File: config.mk
export PLATFORM = sky130hd
export DESIGN_NAME = rse_ram
export DESIGN_NICKNAME = d
export VERILOG_FILES = /design/src/rtl/rse_ram.sv
export SDC_FILE = /design/constraint.sdc
export NUM_CORES = 1
export LEC_CHECK = 0
export ABC_AREA = 1
export BUFFER_PORTS_ARGS = -buffer_cell sky130_fd_sc_hd__clkbuf_2
export CAP_MARGIN = 10
export CELL_PAD_IN_SITES_DETAIL_PLACEMENT = 0
export CELL_PAD_IN_SITES_GLOBAL_PLACEMENT = 1
export CORE_UTILIZATION = 47
export DETAILED_ROUTE_END_ITERATION = 12
export GPL_TIMING_DRIVEN = 0
export PLACE_DENSITY_LB_ADDON = 0.1
export SLEW_MARGIN = 30
export SYNTH_ARGS = -nofsm -noshare
export SYNTH_HDL_FRONTEND = slang
export SYNTH_SLANG_ARGS = --single-unit
File: constraint.sdc
create_clock -name clk -period 2 [get_ports clk]
set_input_delay 0.1 -clock clk [delete_from_list [all_inputs] [get_ports clk]]
set_output_delay 0.1 -clock clk [all_outputs]
set_load 0.005 [all_outputs]
File: src/rtl/rse_ram.sv
// Generic single-write, single-read RAM with a registered read port.
module rse_ram #(
    parameter int WIDTH = 32,
    parameter int DEPTH = 32
) (
    input  logic                     clk,
    input  logic                     we,
    input  logic [$clog2(DEPTH)-1:0] waddr,
    input  logic [WIDTH-1:0]         wdata,
    input  logic                     re,
    input  logic [$clog2(DEPTH)-1:0] raddr,
    output logic [WIDTH-1:0]         rdata
);

    logic [WIDTH-1:0] mem [DEPTH];
    logic [WIDTH-1:0] rdata_reg;

    // A read in the same cycle as a write to the same entry returns the old data.
    always_ff @(posedge clk)
    begin
        if (we)
        begin
            mem[waddr] <= wdata;
        end
        if (re)
        begin
            rdata_reg <= mem[raddr];
        end
    end

    assign rdata = rdata_reg;

endmodule

==> flow_metrics.env <==
export IMPL_final_net_count=3829
export IMPL_clock_root_buffer="clkbuf_16"
export IMPL_slew_headroom_pct=28.0
export IMPL_cts_tree="built"
export IMPL_slew_viol_final=0
export IMPL_seq_area_frac_synth_pct=74.2
export IMPL_rsz0062_at_grt="no"
export IMPL_htreeDepth=3
export IMPL_antenna_found_initial=7
export IMPL_synth_warnings=0
export IMPL_synth_top_cell_area_share_pct=74.2
export IMPL_ant_nets=0
export IMPL_hp_class="in -> reg"
export IMPL_fmaxAchievable_mhz=534
export IMPL_min_period_over_period_pct=93.7
export IMPL_dp_slack_ns=-0.485
export IMPL_crit_buf_inv=3
export IMPL_die_area_sq_um=92100
export IMPL_fin_ws_ns=0.127
export IMPL_yosysTopAreaCell="edfxtp_1"
export IMPL_synthesis_area_sq_um=42700
export IMPL_drcViolationCount=0
export IMPL_cts_sinks=1056
export IMPL_yosysMostFrequentCell="nand2_1"
export IMPL_synth_nets=3581
export IMPL_io_pins=77
export IMPL_clock_path_buffers=3
export IMPL_cp_end_kind="flip-flop"
export IMPL_gp_congestion=0.860
export IMPL_leakage_nw=18.5
export IMPL_die_h_um=304
export IMPL_drive_above_1_share_pct=13.2
export IMPL_vias=28300
export IMPL_clk_latency_ns=0.69
export IMPL_highest_layer="met5"
export IMPL_largest_reg_flops=1024
export IMPL_dp_final_hpwl_um=89600
export IMPL_critPathMaxFanout=10
export IMPL_row_count=110
export IMPL_drt_iter0_drc=3034
export IMPL_cts_made_buffers=110
export IMPL_crit_required_ns=2.51
export IMPL_synthTopCellsByArea="edfxtp_1 (74%), nand2_1 (13%), nand3_1 (9.1%), buf_6 (1.7%), buf_2 (0.97%)"
export IMPL_ir_drop_mv=0.711
export IMPL_initial_core_util_pct=47.5
export IMPL_wirelength_met1_um=54300
export IMPL_grtUsageTotal_pct=29.2
export IMPL_core_area_sq_um=90000
export IMPL_path_class="in -> reg"
export IMPL_grt_pass1_wl_um=189000
export IMPL_path_common_cell="nand2_1"
export IMPL_yosysUniqueCellTypes=13
export IMPL_critical_path_max_stage_delay_ns=0.82
export IMPL_final_cell_area_sq_um=50000
export IMPL_postCtsHoldBufs=0
export IMPL_drv_cap=0
export IMPL_post_cts_resize_count=0
export IMPL_crit_family="buffers and inverters"
export IMPL_wl_met2_um=64100
export IMPL_ys_dominant_reg_cell="edfxtp_1"
export IMPL_setup_viol=0
export IMPL_ys_ff_latch=1056
export IMPL_grt_max_degree=33
export IMPL_dr_pass1_iters=6
export IMPL_synth_cells=3536
export IMPL_finalHoldViolations=0
export IMPL_synthArstFlopShare_pct=0
export IMPL_clock_skew_ns=0.0179
export IMPL_vias_per_cell=5.59
export IMPL_post_cts_repair_setup_buffers=0
export IMPL_synthTopCellsByCount="nand2_1 (1440), edfxtp_1 (1056), nand3_1 (780)"
export IMPL_syn_to_final_growth_pct=17.0
export IMPL_final_min_clock_period_ns=1.87
export IMPL_die_width_um=304
export IMPL_grt_ovfl_total=0
export IMPL_worstMarginPinSlew_ns=1.08
export IMPL_io_buffers=73
export IMPL_powerDensity_nw_per_um2=963
export IMPL_worstPathCellList="clkbuf_2 -> clkbuf_1 -> clkbuf_1 -> nand2_1 -> nand2_1 -> nand2_1 -> nand2_1"
export IMPL_arrival_ns=2.38
export IMPL_drt_wl_total_um=133000
export IMPL_avgSynthCellArea_sq_um=12.1
export IMPL_routedWlPerCell_um=26.2
export IMPL_outcome="completed"
export IMPL_clkTransAtPathRegs_ns=0.06
export IMPL_cp_slowest_cell="clkbuf_1"
export IMPL_dpl_cell_area_sq_um=46400
export IMPL_cp_start_kind="primary input"
export IMPL_grt_pass1_vias=27500
export IMPL_wl_met3_um=10200
export IMPL_synth_edf_count=1056
-- layer usage --
metal | vias to the layer above | global-route usage [%]
met1 | 14000 | 39.3
met3 | 228 | 4.71
met4 | 2 | 10.1
li1 | 12900 | -
met5 | - | 0
met2 | 1175 | 48.4
-- path summary, 6_finish.rpt --
| check | startpoint | end | slack, ns | depth (start not counted) |
|---|---|---|---|---|
| max | raddr[3] | rdata[4] | 0.13 | 7 |
| min | raddr[4] | rdata[31] | 0.14 | 3 |
| max reg2reg | mem[17][15] | rdata[15] | 0.47 | 8 |
| min reg2reg | mem[2][16] | rdata[16] | 0.84 | 8 |
-- worst register-to-register path: cells and delay by family, from the launching register on --
kind | cells | cell delay (ns)
flip-flops | 1 | 0.36
AND/OR/NAND/NOR | 8 | 0.91
-- power breakdown --
part	total (W)	leakage [nW]	switching [W]	internal, W
Clock	0.0199	1.73	0.00847	0.0115
Combinational	0.00340	7.21	0.00250	0.000892
Sequential	0.0248	9.55	0.0000775	0.0247
-- layout by cell type, fill, tap and decap left out, types with 4 or more instances in the layout --
master / instances
buf_1: 17
buf_16: 54
buf_2: 84
buf_4: 24
buf_6: 66
buf_8: 9
bufinv_16: 9
clkbuf_1: 43
clkbuf_16: 113
clkbuf_2: 72
clkinv_1: 27
clkinv_2: 28
clkinv_4: 4
clkinvlp_4: 4
edfxtp_1: 1056
inv_1: 7
inv_6: 5
nand2_1: 1440
nand3_1: 780
nor2_4: 32
-- per-stage QoR --
stage          hold slack (ns)  power [W]  util, %  instances  setup TNS [ns]
2_1_floorplan            0.199     0.0269        -       3536         -162.38
3_3_place_gp             0.504     0.0285     49.5       4785        -2114.73
3_5_place_dp             0.497     0.0286     51.6       4848         -103.47
4_1_cts                 0.0864     0.0483     55.5       5057               0
5_1_grt                  0.107     0.0495     55.5       5057               0
6_report                 0.138     0.0481     55.5       5060               0
-- area by class of cell --
class / instances / area [sq um]
diodes: 3 / 7.51
plain buffers: 218 / 1540
clock buffers: 132 / 2900
clock inverters: 77 / 621
fillers: 7481 / 40000
inverters: 10 / 45.0
multi-input cells: 2252 / 9670
flip-flops and latches: 1056 / 31700
well taps: 1176 / 1470
repair buffers: 136 / 2000
-- cells by family (layout without fill, tap and decap cells) --
family	Yosys count	count (layout)	share of synthesized area [%]
other	0	3	0
DFF	1056	1056	74.2
and+or+nand+nor	2252	2252	22.1
buffers and inverters	228	573	3.71
Note: power is estimated with default switching activity, not from simulation.
