### src/rtl/rse_pkg.sv
// Shared constants, instruction codes and pipeline types for the instruction executor.
package rse_pkg;

    // Machine sizes.
    localparam int DATA_W     = 32;
    localparam int REG_COUNT  = 32;
    localparam int MEM_WORDS  = 128;
    localparam int REG_AW     = $clog2(REG_COUNT);
    localparam int MEM_AW     = $clog2(MEM_WORDS);

    // The clearing pass after reset covers the larger of the two stores.
    localparam int CLR_DEPTH  = (MEM_WORDS > REG_COUNT) ? MEM_WORDS : REG_COUNT;
    localparam int CLR_W      = $clog2(CLR_DEPTH + 1);

    // Configuration port.
    localparam int APB_AW     = 3;
    localparam logic [DATA_W-1:0] PC_START_RESET = 32'd40000000;
    localparam logic CFG_PC_START = 1'b0;

    // Opcodes, bits 31..26.
    localparam logic [5:0] OP_RTYPE = 6'b000000;
    localparam logic [5:0] OP_LW    = 6'b100011;
    localparam logic [5:0] OP_SW    = 6'b101011;
    localparam logic [5:0] OP_ADDI  = 6'b001000;
    localparam logic [5:0] OP_BEQ   = 6'b000100;
    localparam logic [5:0] OP_BNE   = 6'b000101;

    // Function codes, bits 5..0, for register-register operations.
    localparam logic [5:0] FN_ADD   = 6'b100000;
    localparam logic [5:0] FN_SUB   = 6'b100010;
    localparam logic [5:0] FN_AND   = 6'b100100;
    localparam logic [5:0] FN_OR    = 6'b100101;
    localparam logic [5:0] FN_XOR   = 6'b100110;

    // A register write in flight, used for operand bypass.
    typedef struct packed {
        logic              en;
        logic [REG_AW-1:0] idx;
        logic [DATA_W-1:0] val;
    } wb_t;

    // Per-instruction result carried down the pipeline.
    typedef struct packed {
        logic [DATA_W-1:0] pc_after;
        logic              wr;
        logic [REG_AW-1:0] dst;
        logic [DATA_W-1:0] val;
        logic              load;
        logic              mw;
        logic              taken;
        logic              aerr;
        logic              unsup;
    } stage_t;

    // Full execute output: the result plus the data memory request.
    typedef struct packed {
        stage_t            res;
        logic              mem_we;
        logic [MEM_AW-1:0] mem_addr;
        logic [DATA_W-1:0] mem_wdata;
    } ex_res_t;

    // Clearing pass control toward the memories.
    typedef struct packed {
        logic              active;
        logic              rf_we;
        logic [REG_AW-1:0] rf_addr;
        logic              mem_we;
        logic [MEM_AW-1:0] mem_addr;
    } clr_ctl_t;

endpackage

### src/rtl/rse_clear.sv
// Clearing sequencer that zeroes the register file and data memory after reset.
module rse_clear (
    input  logic              clk,
    input  logic              rst_n,
    output rse_pkg::clr_ctl_t ctl
);

    import rse_pkg::*;

    logic [CLR_W-1:0] cnt_reg;
    logic [CLR_W-1:0] cnt_next;
    logic             active_reg;
    logic             active_next;

    // Step through one entry per cycle until the larger store is covered.
    always_comb
    begin
        cnt_next    = cnt_reg;
        active_next = active_reg;
        if (active_reg)
        begin
            cnt_next = cnt_reg + CLR_W'(1);
            if (cnt_reg == CLR_W'(CLR_DEPTH - 1))
            begin
                active_next = 1'b0;
            end
        end
    end

    always_ff @(posedge clk or negedge rst_n)
    begin
        if (!rst_n)
        begin
            cnt_reg    <= '0;
            active_reg <= 1'b1;
        end
        else
        begin
            cnt_reg    <= cnt_next;
            active_reg <= active_next;
        end
    end

    // Write zero into each store while the count lies inside it.
    always_comb
    begin
        ctl.active   = active_reg;
        ctl.rf_we    = active_reg && (cnt_reg < CLR_W'(REG_COUNT));
        ctl.rf_addr  = cnt_reg[REG_AW-1:0];
        ctl.mem_we   = active_reg && (cnt_reg < CLR_W'(MEM_WORDS));
        ctl.mem_addr = cnt_reg[MEM_AW-1:0];
    end

endmodule

### config.mk
export PLATFORM = sky130hd
export DESIGN_NAME = rse_clear
export DESIGN_NICKNAME = d
export VERILOG_FILES = /design/src/rtl/rse_pkg.sv /design/src/rtl/rse_clear.sv
export SDC_FILE = /design/constraint.sdc
export NUM_CORES = 1
export LEC_CHECK = 0
export BUFFER_PORTS_ARGS = -buffer_cell sky130_fd_sc_hd__buf_2
export CAP_MARGIN = 20
export CORE_AREA = 10 10 47 49
export CTS_CLUSTER_DIAMETER = 80
export DETAILED_ROUTE_END_ITERATION = 8
export DIE_AREA = 0 0 57 59
export GPL_ROUTABILITY_DRIVEN = 0
export GPL_TIMING_DRIVEN = 0
export PLACE_DENSITY = 0.66
export SYNTH_ARGS = -nofsm -noshare
export SYNTH_HDL_FRONTEND = slang
export SYNTH_SLANG_ARGS = --single-unit
### constraint.sdc
create_clock -name clk -period 1.74 [get_ports clk]
set_clock_uncertainty 0.15 [all_clocks]
set_input_delay 0.087 -clock clk [delete_from_list [all_inputs] [get_ports clk]]
set_output_delay 0.087 -clock clk [all_outputs]
set_load 0.05 [all_outputs]
==> summary.md <==
| Metric | Value |
|---|---|
| Starting DRC count in detailed routing | 3 |
| CP Buf/Inv Count | 2 |
| TNS Setup | 0 ns |
| Most common cell after layout, fill and taps aside | buf_2 |
| Cell Pwr Density | 571 nW/um2 |
| Initial antenna violation count | 0 |
| Max IR drop VDD | 300 uV |
| Final Hold Fails | 0 |
| CTS clock-pin slew for the worst setup and hold paths | 0.07 ns |
| Via-to-Cell Ratio | 4.38 |
| Remaining global-route overflow | 0 |
| Worst path slowest cell | dfstp_2 |
| Drt drc | 0 |
| Drt wl/cell | 11.9 um |
| Sequential share of the synthesized area | 0.444 |
| Unique masters post-synth | 15 |
| Die width | 57 um |
| Hold Slack | 0.0419 ns |
| Max Fanout on Critical Path | 8 |
| Final Critical Period | 1.68 ns |
| Core area | 1400 um2 |
| Post-route insts no fill | 82 |
| # clock sinks | 9 |
| Synth warn | 0 |
| Die area | 3360 um2 |
| RSZ-0062 raised after global routing | false |
| FILL cells | 144 |
| CP max stage delay | 0.54 ns |
| Crit path capture type | output pin |
| Reg2Reg Setup Slack | 0.44 ns |
| Seq cells post-synth | 9 |
| Static leakage | 0.396 nW |
| Synth Area per Inst | 11.3 um2 |
| Num CTS Buffers | 3 |
| DRT Wirelength | 972 um |
| Syn nets | 48 |
| Endpoints failing setup | 0 |
| Initial Util | 0.364 |
| Clk root buf | clkbuf_4 |
| Via Count | 359 |
| Worst slew pin tran | 0.293 ns |
| Status | finished clean |
| Worst Path Class, Setup | register to output pin |
| Critical-path cell list | buf_6, and2b_4, nor3b_4, buf_6 |
| Startpoint Class | register |
| Area delta synth->final | 31.4% |
| Hold WC Path Type | primary input to async pin |
| Max_cap viols | 0 |
| I/O Buffers | 16 |
| First-pass iteration count of the detailed router | 3 |
| ANT nets after route | 0 |
| Worst R2R End | cnt_reg[5] |
| Worst Path Arrival | 1.44 ns |
| Final Max Slew Viols | 0 |
| Fmax achieved | 0.596 GHz |
| GR Util All Layers | 0.0657 |
| Placed cell count | 77 |
| Worst R2R Start | active_reg |
| Die height | 59 um |
| CTS max path bufs | 2 |
| Multi-input gate area | 193 um2 |
| Nets@finish | 70 |
| Max reg flops | 8 |
| R2r worst-path depth | 4 |
| Mapped Area | 510 um2 |
| IO Pins | 17 |
| Fin crit share | 0.965 |
| Most frequent cells in the layout | buf_2, buf_4, dfrtp_1, xnor2_1 |
| CTS tree | built |
| # diodes | 0 |
| WP data required | 1.50 ns |
| Total power draw | 0.383 mW |
| Synth Instances | 45 |
| Pin count of the biggest net entering global routing | 10 |
| Reg area | 226 um2 |
| Worst-skew pair later-pin latency | 0.27 ns |
| Layout cells sized above 1 | 0.606 |
| Cell row count | 14 |
| Slew margin rel. | 0.805 |
| H-tree Lvls | 1 |
| CP delay by family, top | flip-flops |
| First-pass GRT wire length | 1.67 mm |
| Number of global-route vias before repair | 366 |
| Most used cell, CP | buf_6 |
worst max-delay path by stage:
stage                          start      end  slack, ns  cells past startpoint
after CTS                 active_reg  ctl[13]       0.02                      4
after global routing      active_reg  ctl[13]      0.004                      4
final                     active_reg  ctl[13]       0.06                      4
after detailed placement  active_reg  ctl[13]       0.24                      4
after global placement    active_reg  ctl[13]       0.25                      4
after floorplan           active_reg  ctl[13]       0.05                      3
cells in the mapped netlist:
cell / count / share of area
ha_1: 1 / 0.025
nand4_4: 1 / 0.042
xnor2_1: 4 / 0.069
and3_1: 1 / 0.012
buf_4: 14 / 0.21
nor2_2: 2 / 0.025
nor3b_1: 1 / 0.015
mux2_2: 1 / 0.022
nand4_1: 3 / 0.037
o31a_1: 1 / 0.017
dfstp_2: 1 / 0.051
nand2_1: 3 / 0.022
and2b_1: 1 / 0.015
xor2_1: 3 / 0.051
dfrtp_1: 8 / 0.39
routing by layer:
metal | routed length [um] | track usage
met1 | 404 | 0.0593
met5 | 0 | 0
met2 | 475 | 0.107
met4 | 32 | 0.0604
met3 | 60 | 0.0322
cell type report:
| cell class | instances | area share |
|---|---|---|
| buffer | 14 | 0.162 |
| clock buffer | 4 | 0.0392 |
| multi-input combinational | 22 | 0.287 |
| sequential | 9 | 0.338 |
| tap | 16 | 0.0299 |
| timing repair buffer | 17 | 0.144 |
per-stage QoR:
step	worst slack, ns	utilization	instance area [um2]
5_1_grt	0.00448	0.479	671
3_5_place_dp	0.240	0.446	624
3_3_place_gp	0.245	0.446	624
2_1_floorplan	0.0520	-	524
6_report	0.0610	0.479	671
4_1_cts	0.0171	0.476	667
worst register-to-register path, stage by stage, from the launching register on:
cell     delay (ns)
dfstp_2        0.54
buf_6          0.13
nand4_4        0.14
nor2_2         0.12
xor2_1         0.14
kinds of logic after synthesis:
kind of cell | count (synthesis) | share of synthesized area
xor+xnor | 7 | 0.120
compound gates | 1 | 0.0172
flops | 9 | 0.444
fa+ha+maj | 1 | 0.0245
mux | 1 | 0.0221
buf+inv | 14 | 0.206
simple gates | 12 | 0.167
report_power, final:
part / internal (mW) / leakage, nW / total [mW] / switching (mW)
Clock: 0.0886 / 0.0150 / 0.167 / 0.0784
Combinational: 0.00229 / 0.259 / 0.00634 / 0.00405
Sequential: 0.209 / 0.122 / 0.209 / 0
Total: 0.300 / 0.396 / 0.383 / 0.0824
timing repair:
item | in CTS | in global routing
endpoints found under the hold margin | 9 | 0
setup buffers | 0 | 0
gates resized for setup | 2 | 1
setup endpoints to repair | 1 | 1
hold buffers | 1 | 0
(Power assumes the default switching activity.)
